--- config.mk ---
export PLATFORM = sky130hd
export DESIGN_NAME = tcw_ctrl
export DESIGN_NICKNAME = d
export VERILOG_FILES = /design/src/tcw_pkg.sv /design/src/tcw_ctrl.sv
export SDC_FILE = /design/constraint.sdc
export NUM_CORES = 1
export LEC_CHECK = 0
export BUFFER_PORTS_ARGS = -buffer_cell sky130_fd_sc_hd__buf_4
export CAP_MARGIN = 10
export CORE_ASPECT_RATIO = 0.9
export CORE_UTILIZATION = 50
export DETAILED_ROUTE_END_ITERATION = 8
export GPL_TIMING_DRIVEN = 0
export MAX_ROUTING_LAYER = met4
export PLACE_DENSITY = 0.88
export REMOVE_ABC_BUFFERS = 1
export SETUP_SLACK_MARGIN = 0.3
export SLEW_MARGIN = 15
export SYNTH_ARGS = -nofsm -noshare
export SYNTH_HDL_FRONTEND = slang
export SYNTH_SLANG_ARGS = --single-unit
--- constraint.sdc ---
create_clock -name clk -period 4.4 [get_ports clk]
set_clock_uncertainty 0.15 [all_clocks]
set_input_delay 0.44 -clock clk [delete_from_list [all_inputs] [get_ports clk]]
set_output_delay 0.44 -clock clk [all_outputs]
set_load 0.02 [all_outputs]
--- src/tcw_pkg.sv ---
// shared types and constants of the text console writer
`default_nettype none

package tcw_pkg;

  localparam int IDX_W = 11;
  localparam int POS_W = 11;

  localparam logic CMD_PUT  = 1'b0;
  localparam logic CMD_READ = 1'b1;

  localparam logic [7:0] NEWLINE_CHAR = 8'd10;
  localparam logic [7:0] SPACE_CHAR   = 8'h20;

  // finish strobe from the sequencer to the result register
  typedef struct packed {
    logic valid;
    logic rd_hit;
  } tcw_done_t;

endpackage

`default_nettype wire

--- src/tcw_ctrl.sv ---
// sequencer: cursor, clearing pass, puts, reads and the scroll sweep
`default_nettype none

module tcw_ctrl #(
  parameter int COLUMNS = 80,
  parameter int ROWS    = 25,
  localparam int MAW    = $clog2(COLUMNS * ROWS)
) (
  input  wire logic                     clk,
  input  wire logic                     rst_n,
  input  wire logic                     in_valid,
  output logic                          in_ready,
  input  wire logic                     in_cmd,
  input  wire logic [7:0]               in_char_code,
  input  wire logic [7:0]               in_attribute,
  input  wire logic [tcw_pkg::IDX_W-1:0] in_cell_index,
  input  wire logic                     out_free,
  output tcw_pkg::tcw_done_t            done,
  output logic [tcw_pkg::POS_W-1:0]     cursor_pos,
  output logic                          mem_we,
  output logic [MAW-1:0]                mem_waddr,
  output logic [15:0]                   mem_wdata,
  output logic                          mem_re,
  output logic [MAW-1:0]                mem_raddr,
  input  wire logic [15:0]              mem_rdata
);

  localparam int CELLS = COLUMNS * ROWS;
  localparam int AW    = $clog2(CELLS + 1);
  localparam int CLW   = $clog2(COLUMNS + 1);
  localparam int COLW  = $clog2(COLUMNS);
  localparam int CMPW  = ((AW > tcw_pkg::IDX_W) ? AW : tcw_pkg::IDX_W) + 1;

  typedef enum logic [2:0] {
    ST_CLEAR,
    ST_IDLE,
    ST_SCROLL,
    ST_BLANK,
    ST_FINISH
  } state_t;

  state_t          state_r, state_nxt;
  logic [AW-1:0]   addr_r, addr_nxt;
  logic [AW-1:0]   cursor_r, cursor_nxt;
  logic [COLW-1:0] col_r, col_nxt;
  logic [7:0]      attr_r, attr_nxt;
  logic            rd_hit_r, rd_hit_nxt;
  logic            cp_pend_r, cp_pend_nxt;
  logic [MAW-1:0]  cp_waddr_r, cp_waddr_nxt;

  logic [CLW-1:0]  step;
  logic [AW-1:0]   cur_calc;
  logic [COLW-1:0] col_inc;
  logic            idx_hit;

  assign step     = CLW'(COLUMNS) - CLW'(col_r);
  assign col_inc  = (col_r == COLW'(COLUMNS - 1)) ? '0 : col_r + 1'b1;
  assign idx_hit  = CMPW'(in_cell_index) < CMPW'(CELLS);
  assign cursor_pos = tcw_pkg::POS_W'(cursor_r);

  always_comb begin
    state_nxt    = state_r;
    addr_nxt     = addr_r;
    cursor_nxt   = cursor_r;
    col_nxt      = col_r;
    attr_nxt     = attr_r;
    rd_hit_nxt   = rd_hit_r;
    cp_pend_nxt  = cp_pend_r;
    cp_waddr_nxt = cp_waddr_r;
    cur_calc     = cursor_r;
    in_ready     = 1'b0;
    done         = '0;
    mem_we       = 1'b0;
    mem_waddr    = MAW'(addr_r);
    mem_wdata    = {8'h00, tcw_pkg::SPACE_CHAR};
    mem_re       = 1'b0;
    mem_raddr    = MAW'(addr_r);

    case (state_r)
      ST_CLEAR: begin
        mem_we = 1'b1;
        if (addr_r == AW'(CELLS - 1)) begin
          addr_nxt  = '0;
          state_nxt = ST_IDLE;
        end else begin
          addr_nxt = addr_r + 1'b1;
        end
      end

      ST_IDLE: begin
        in_ready = 1'b1;
        if (in_valid) begin
          attr_nxt = in_attribute;
          if (in_cmd == tcw_pkg::CMD_READ) begin
            mem_re     = idx_hit;
            mem_raddr  = MAW'(in_cell_index);
            rd_hit_nxt = idx_hit;
            state_nxt  = ST_FINISH;
          end else begin
            rd_hit_nxt = 1'b0;
            if (in_char_code == tcw_pkg::NEWLINE_CHAR) begin
              cur_calc = cursor_r + AW'(step);
              col_nxt  = '0;
            end else begin
              mem_we    = 1'b1;
              mem_waddr = MAW'(cursor_r);
              mem_wdata = {in_attribute, in_char_code};
              cur_calc  = cursor_r + 1'b1;
              col_nxt   = col_inc;
            end
            // cursor can only land exactly on the screen end
            if (cur_calc == AW'(CELLS)) begin
              cursor_nxt  = AW'(CELLS - COLUMNS);
              addr_nxt    = AW'(COLUMNS);
              cp_pend_nxt = 1'b0;
              state_nxt   = ST_SCROLL;
            end else begin
              cursor_nxt = cur_calc;
              state_nxt  = ST_FINISH;
            end
          end
        end
      end

      ST_SCROLL: begin
        // read cell i, write it one row up on the following cycle
        mem_we    = cp_pend_r;
        mem_waddr = cp_waddr_r;
        mem_wdata = mem_rdata;
        if (addr_r == AW'(CELLS)) begin
          cp_pend_nxt = 1'b0;
          addr_nxt    = AW'(CELLS - COLUMNS);
          state_nxt   = ST_BLANK;
        end else begin
          mem_re       = 1'b1;
          cp_pend_nxt  = 1'b1;
          cp_waddr_nxt = MAW'(addr_r - AW'(COLUMNS));
          addr_nxt     = addr_r + 1'b1;
        end
      end

      ST_BLANK: begin
        mem_we    = 1'b1;
        mem_wdata = {attr_r, tcw_pkg::SPACE_CHAR};
        if (addr_r == AW'(CELLS - 1)) begin
          state_nxt = ST_FINISH;
        end else begin
          addr_nxt = addr_r + 1'b1;
        end
      end

      ST_FINISH: begin
        if (out_free) begin
          done.valid  = 1'b1;
          done.rd_hit = rd_hit_r;
          state_nxt   = ST_IDLE;
        end
      end

      default: begin
        state_nxt = ST_IDLE;
      end
    endcase
  end

  always_ff @(posedge clk) begin
    if (!rst_n) begin
      state_r   <= ST_CLEAR;
      addr_r    <= '0;
      cursor_r  <= '0;
      col_r     <= '0;
      rd_hit_r  <= 1'b0;
      cp_pend_r <= 1'b0;
    end else begin
      state_r   <= state_nxt;
      addr_r    <= addr_nxt;
      cursor_r  <= cursor_nxt;
      col_r     <= col_nxt;
      rd_hit_r  <= rd_hit_nxt;
      cp_pend_r <= cp_pend_nxt;
    end
    attr_r     <= attr_nxt;
    cp_waddr_r <= cp_waddr_nxt;
  end

endmodule

`default_nettype wire

==> flow_summary.ini, run 1 <==
[worst_setup_path]
cp_data_required_time_ns = 3.81
start_kind = flip-flop
r2r_start = col_r[0]
crit_path_end_kind = output port
r2r_cells = 11
rrSetupSlack_ns = 0.70
r2r-end = addr_r[1]
critPathKind = reg2out
worstPathMaxFanout = 27
arrival_ns = 3.29

[cells_and_area]
multi_input_area_sq_um = 2390
fin_util_pct = 64.6
area_growth_pct = 22.0
layout-drive-gt1-share_pct = 25.2
antenna_cells = 0
nFillCells = 610
nets = 614
fin_cells = 644
seq_area_sq_um = 1250

[clock_network]
cts_buffers = 5
root_buffer = clkbuf_8
hold_buffers = 0
h-tree-depth = 2
cts_resized = 2
cts_setup_buffers = 0
clkLatencyLatePin_ns = 0.32
numClockSinks = 53
clockBufferDepth = 2
clk_pin_slew_ns = 0.11
cts_tree = built

[power]
leakagePower_uw = 0.00187
fin_total_pwr_uw = 884
power_density_nw_per_um2 = 188
peakVddDrop_mv = 0.167

[global_route]
antenna_found_initial = 0
grt_use_total_pct = 27.2
grt_pass1_vias = 3489
grt.overflow.total = 0
grt_pass1_wl_um = 16700
grt_max_degree = 28

[timing]
period_needed_ns = 3.88
slew_headroom_pct = 40.2
tns_ns = 0
maxSlewViolCount = 0
hold_viol = 0
layout_setup_ws_ns = 0.519
tightestPinTransition_ns = 0.896
rsz0062_at_grt = no
finalSetupViolations = 0
fmax_mhz = 258
finalCritPeriodShare_pct = 88.2

[detailed_routing]
drt_iter0_drc = 311
ant_nets = 0
avgViaCountPerCell = 5.99
vias = 3856
wl_per_cell_um = 16.5
drtPass1Iterations = 5
drcViolationCount = 0
drt_wl_total_um = 10600

[floorplan]
die_h_um = 85.2
num_rows = 29
die_w_um = 94.4
core_sq_um = 7260
num_io_pins = 102
initial_core_util_pct = 52.9
die_area_sq_um = 8040

[yosys]
muxShareOfSynthArea_pct = 6.35
synth-async-reset-ratio_pct = 0
ys_types = 74
synthAdderAreaFrac_pct = 5.41
synth_seq_cells = 53
synthTopCellsByCount = nand2_1, nor2_1, dfxtp_1
netlist_area_sq_um = 3840
synth.most_common_cell = nand2_1
ys_warn_count = 0
netlist.area_leader.share_pct = 17.7
netlist_instances = 469
ys_seq_area_share_pct = 32.6
synth-simple-area-share_pct = 24.8
synth_top_cell_by_area = dfxtp_1
ys.flop_type = dfxtp_1
avgSynthCellArea_sq_um = 8.19
synth-compound-area-share_pct = 21.7
synth_area_leaders = dfxtp_1, edfxtp_1, nand2_1
synth_edf_count = 19
synth_top_family_by_area = simple AND/OR/NAND/NOR gates
synth_xor_area_share_pct = 3.65

[min_path]
min_to = attr_r[4]
hp-start = in_attribute[4]
hold_class = in2reg
hold_depth = 1

[placed_design]
placed_cells = 636
dp_hpwl_um = 7920
port_buffers = 101
gp_congestion = 0.939
place_ws_ns = 0.229

[flow_run]
maxCapViolCount = 0

[outcome]
outcome = completed
[layer usage]
layer	up-vias	GRT usage, %	part of all wire [%]
met4	0	7.13	1.3
met2	189	45.0	48
li1	1852	-	-
met5	-	-	0
met1	1802	34.7	43
met3	13	4.03	8.1
[stage by stage]
stage / cell area [sq um] / hold WS [ns]
2_1_floorplan: 3710 / 0.296
3_3_place_gp: 4580 / 0.321
3_5_place_dp: 4600 / 0.324
4_1_cts: 4690 / 0.145
5_1_grt: 4690 / 0.135
6_report: 4690 / 0.148
[cell type report]
| class | instances | share of cell area (%) |
|---|---|---|
| multi-input cells | 367 | 50.9 |
| flip-flops and latches | 53 | 26.7 |
| repair buffers | 102 | 16.3 |
| well taps | 93 | 2.48 |
| inverters | 21 | 1.68 |
| clock buffers | 6 | 1.55 |
| clock inverters | 2 | 0.320 |
[worst max-delay path, cell delays in order (launching register included)]
cell	delay [ns]
dfxtp_2	0.66
or3b_1	0.53
nor2_4	0.41
and2_2	0.57
nor2_1	0.31
nand2_1	0.17
nand2_1	0.12
buf_4	0.18
[report_power, final]
group	internal, uW	total [uW]	switching [uW]
clock network	113	287	174
registers	509	515	6.45
logic	44.7	81.8	37.1
[worst max-delay path by stage]
stage                               start            to  cells after the start
after floorplan           in_char_code[0]     addr_r[9]                     11
after global placement         state_r[0]  mem_waddr[1]                      7
after detailed placement       state_r[0]  mem_waddr[0]                      7
after CTS                      state_r[0]  mem_waddr[0]                      7
after global routing           state_r[0]  mem_waddr[1]                      7
final                          state_r[0]  mem_waddr[0]                      7
[cells in the final DEF (no fill, tap or decap), types with 4 or more instances in the layout]
master	synthesis	layout
buf_4	2	102
nand2_1	70	70
nor2_1	42	41
dfxtp_1	34	33
a21oi_1	29	29
o21ai_0	24	24
inv_1	20	20
edfxtp_1	19	19
ha_1	15	15
a22oi_1	14	14
nor3_1	14	13
mux2i_1	12	12
mux2_2	11	11
nand3_1	11	11
xnor2_1	9	9
nand2b_1	8	8
xor2_1	7	7
a22o_1	6	6
and3_1	5	5
nand3b_1	5	5
o22ai_1	5	5
clkbuf_8	0	5
or3b_1	4	4
and2_1	5	4
nor3b_1	4	4
a31oi_1	4	4
[flip-flops by register name (all words and copies together), names as in the netlist]
signal      flops
addr_r         11
cp_waddr_r     11
cursor_pos     11
attr_r          8
col_r           7
state_r         3
cp_pend_r       1
rd_hit_r        1
[cell families (layout without fill, tap and decap cells)]
kind of cell | Yosys count | after routing
simple gates | 190 | 190
flops | 53 | 53
compound gates | 122 | 122
mux | 23 | 23
buf+inv | 49 | 131
fa+ha+maj | 16 | 16
xor+xnor | 16 | 16
Power figures use the tool's default switching activity.
==> inputs of run 2 (changes only) <==
clock period = 4.9 ns   (was 4.4 ns; I/O delays follow)
==> run 2 against run 1 <==
Effect of this change:
- combinational power shrank 10%
- count of clock-buffer cells in the layout stayed put
- critical path depth did not move
- global-route usage is the same
- highest routed layer unchanged
==> flow_summary.ini, run 2 (same netlist as run 1, synthesis figures left out) <==
[power]
power_density_nw_per_um2 = 169
clockPowerShare_pct = 32.4
combPwrFrac_pct = 9.3
sw_frac_of_total_pct = 24.6
intPower_uw = 598
peakVddDrop_mv = 0.150
leakagePower_uw = 0.00187
p_seq_share_pct = 58.3
power.switching_uw = 195

[clock_network]
cts_buffers = 5
cts_tree = built
clkLatencyLatePin_ns = 0.32
h-tree-depth = 2
cts_resized = 0
clk_pin_slew_ns = 0.11
cts_setup_buffers = 0
clockBufferDepth = 2
hold_buffers = 0
numClockSinks = 53
root_buffer = clkbuf_8

[floorplan]
die_w_um = 94.4
initial_core_util_pct = 52.9
die_h_um = 85.2
die_area_sq_um = 8040
num_rows = 29
core_sq_um = 7260
num_io_pins = 102

[flow_run]
maxCapViolCount = 0

[global_route]
grt_pass1_vias = 3489
grt_max_degree = 28
antenna_found_initial = 0
grt.overflow.total = 0
grt_pass1_wl_um = 16700
grt_use_total_pct = 27.2

[timing]
rsz0062_at_grt = no
finalSetupViolations = 0
finalCritPeriodShare_pct = 86.4
slew_headroom_pct = 38.2
hold_viol = 0
fmax_mhz = 236
tns_ns = 0
period_needed_ns = 4.23
whs_ns = 0.198
maxSlewViolCount = 0
tightestPinTransition_ns = 0.925

[worst_setup_path]
start_kind = flip-flop
critPathLaunch = state_r[0]
rrSetupSlack_ns = 1.20
arrival_ns = 3.59
critPathKind = reg2out
worstPathMaxFanout = 27
r2r_cells = 11
worstSetupEndpoint = mem_waddr[0]
r2r-end = addr_r[1]
crit_path_end_kind = output port
r2r_start = col_r[0]
cp_data_required_time_ns = 4.26

[min_path]
hold_class = in2reg

[detailed_routing]
avgViaCountPerCell = 5.99
wl_met3_um = 860
drtPass1Iterations = 5
wl_per_cell_um = 16.5
drt_iter0_drc = 311
vias = 3856
drt_wl_total_um = 10600
ant_nets = 0
wirelength_met1_um = 4550
drcViolationCount = 0
top_layer_used = met4
wl_met2_um = 5060

[cells_and_area]
nFillCells = 611
area_growth_pct = 22.0
layout-drive-gt1-share_pct = 25.0
nets = 614
antenna_cells = 0
final_common_cell = buf_4
layout_common_cells = buf_4, nand2_1, nor2_1, dfxtp_1, a21oi_1

[outcome]
outcome = completed

[placed_design]
port_buffers = 101
dp_hpwl_um = 7920
gp_congestion = 0.939
run 2: routing by layer:
metal	vias to the layer above	track usage [%]
met5	-	-
met1	1802	34.7
met4	0	7.13
met3	13	4.03
li1	1852	-
met2	189	45.0
run 2: power groups by stage:
stage / Sequential, uW / Clock [uW] / Combinational (uW)
floorplan: 470 / 0 / 26.8
global placement: 472 / 0 / 70.1
detailed placement: 472 / 0 / 72.8
CTS: 462 / 256 / 73.1
global route: 463 / 273 / 79.2
finish: 463 / 257 / 73.4
run 2: worst min-delay path by stage:
| stage | from | to | slack (ns) | depth (start not counted) |
|---|---|---|---|---|
| final | in_attribute[4] | attr_r[4] | 0.20 | 1 |
| after global routing | in_attribute[7] | attr_r[7] | 0.19 | 1 |
| after CTS | in_attribute[4] | attr_r[4] | 0.19 | 1 |
| after detailed placement | rd_hit_r | rd_hit_r | 0.32 | 2 |
| after global placement | rd_hit_r | rd_hit_r | 0.32 | 2 |
| after floorplan | rd_hit_r | rd_hit_r | 0.30 | 2 |
run 2: critical path, stage by stage, from the launching register on:
cell and delay [ns]:
dfxtp_1 0.95, or3b_1 0.55, nor2_4 0.41, and2_2 0.57, nor2_1 0.31, nand2_1 0.17, nand2_1 0.12, buf_4 0.18
run 2: area by class of cell:
type	count	area, sq um	share of cell area [%]
sequential	53	1250	26.7
tap	93	116	2.48
inverter	21	78.8	1.68
timing repair buffer	102	766	16.3
clock inverter	2	15.0	0.320
multi-input combinational	367	2390	50.9
clock buffer	6	72.6	1.55
run 2: through the flow:
stage | area [sq um] | power (uW) | setup slack, ns | util, % | instances
floorplan | 3710 | 497 | 1.49 | - | 441
global placement | 4580 | 542 | 0.755 | 63.2 | 635
detailed placement | 4600 | 545 | 0.679 | 63.4 | 636
CTS | 4690 | 792 | 0.304 | 64.6 | 644
global route | 4690 | 816 | 0.439 | 64.6 | 644
finish | 4690 | 793 | 0.666 | 64.6 | 644
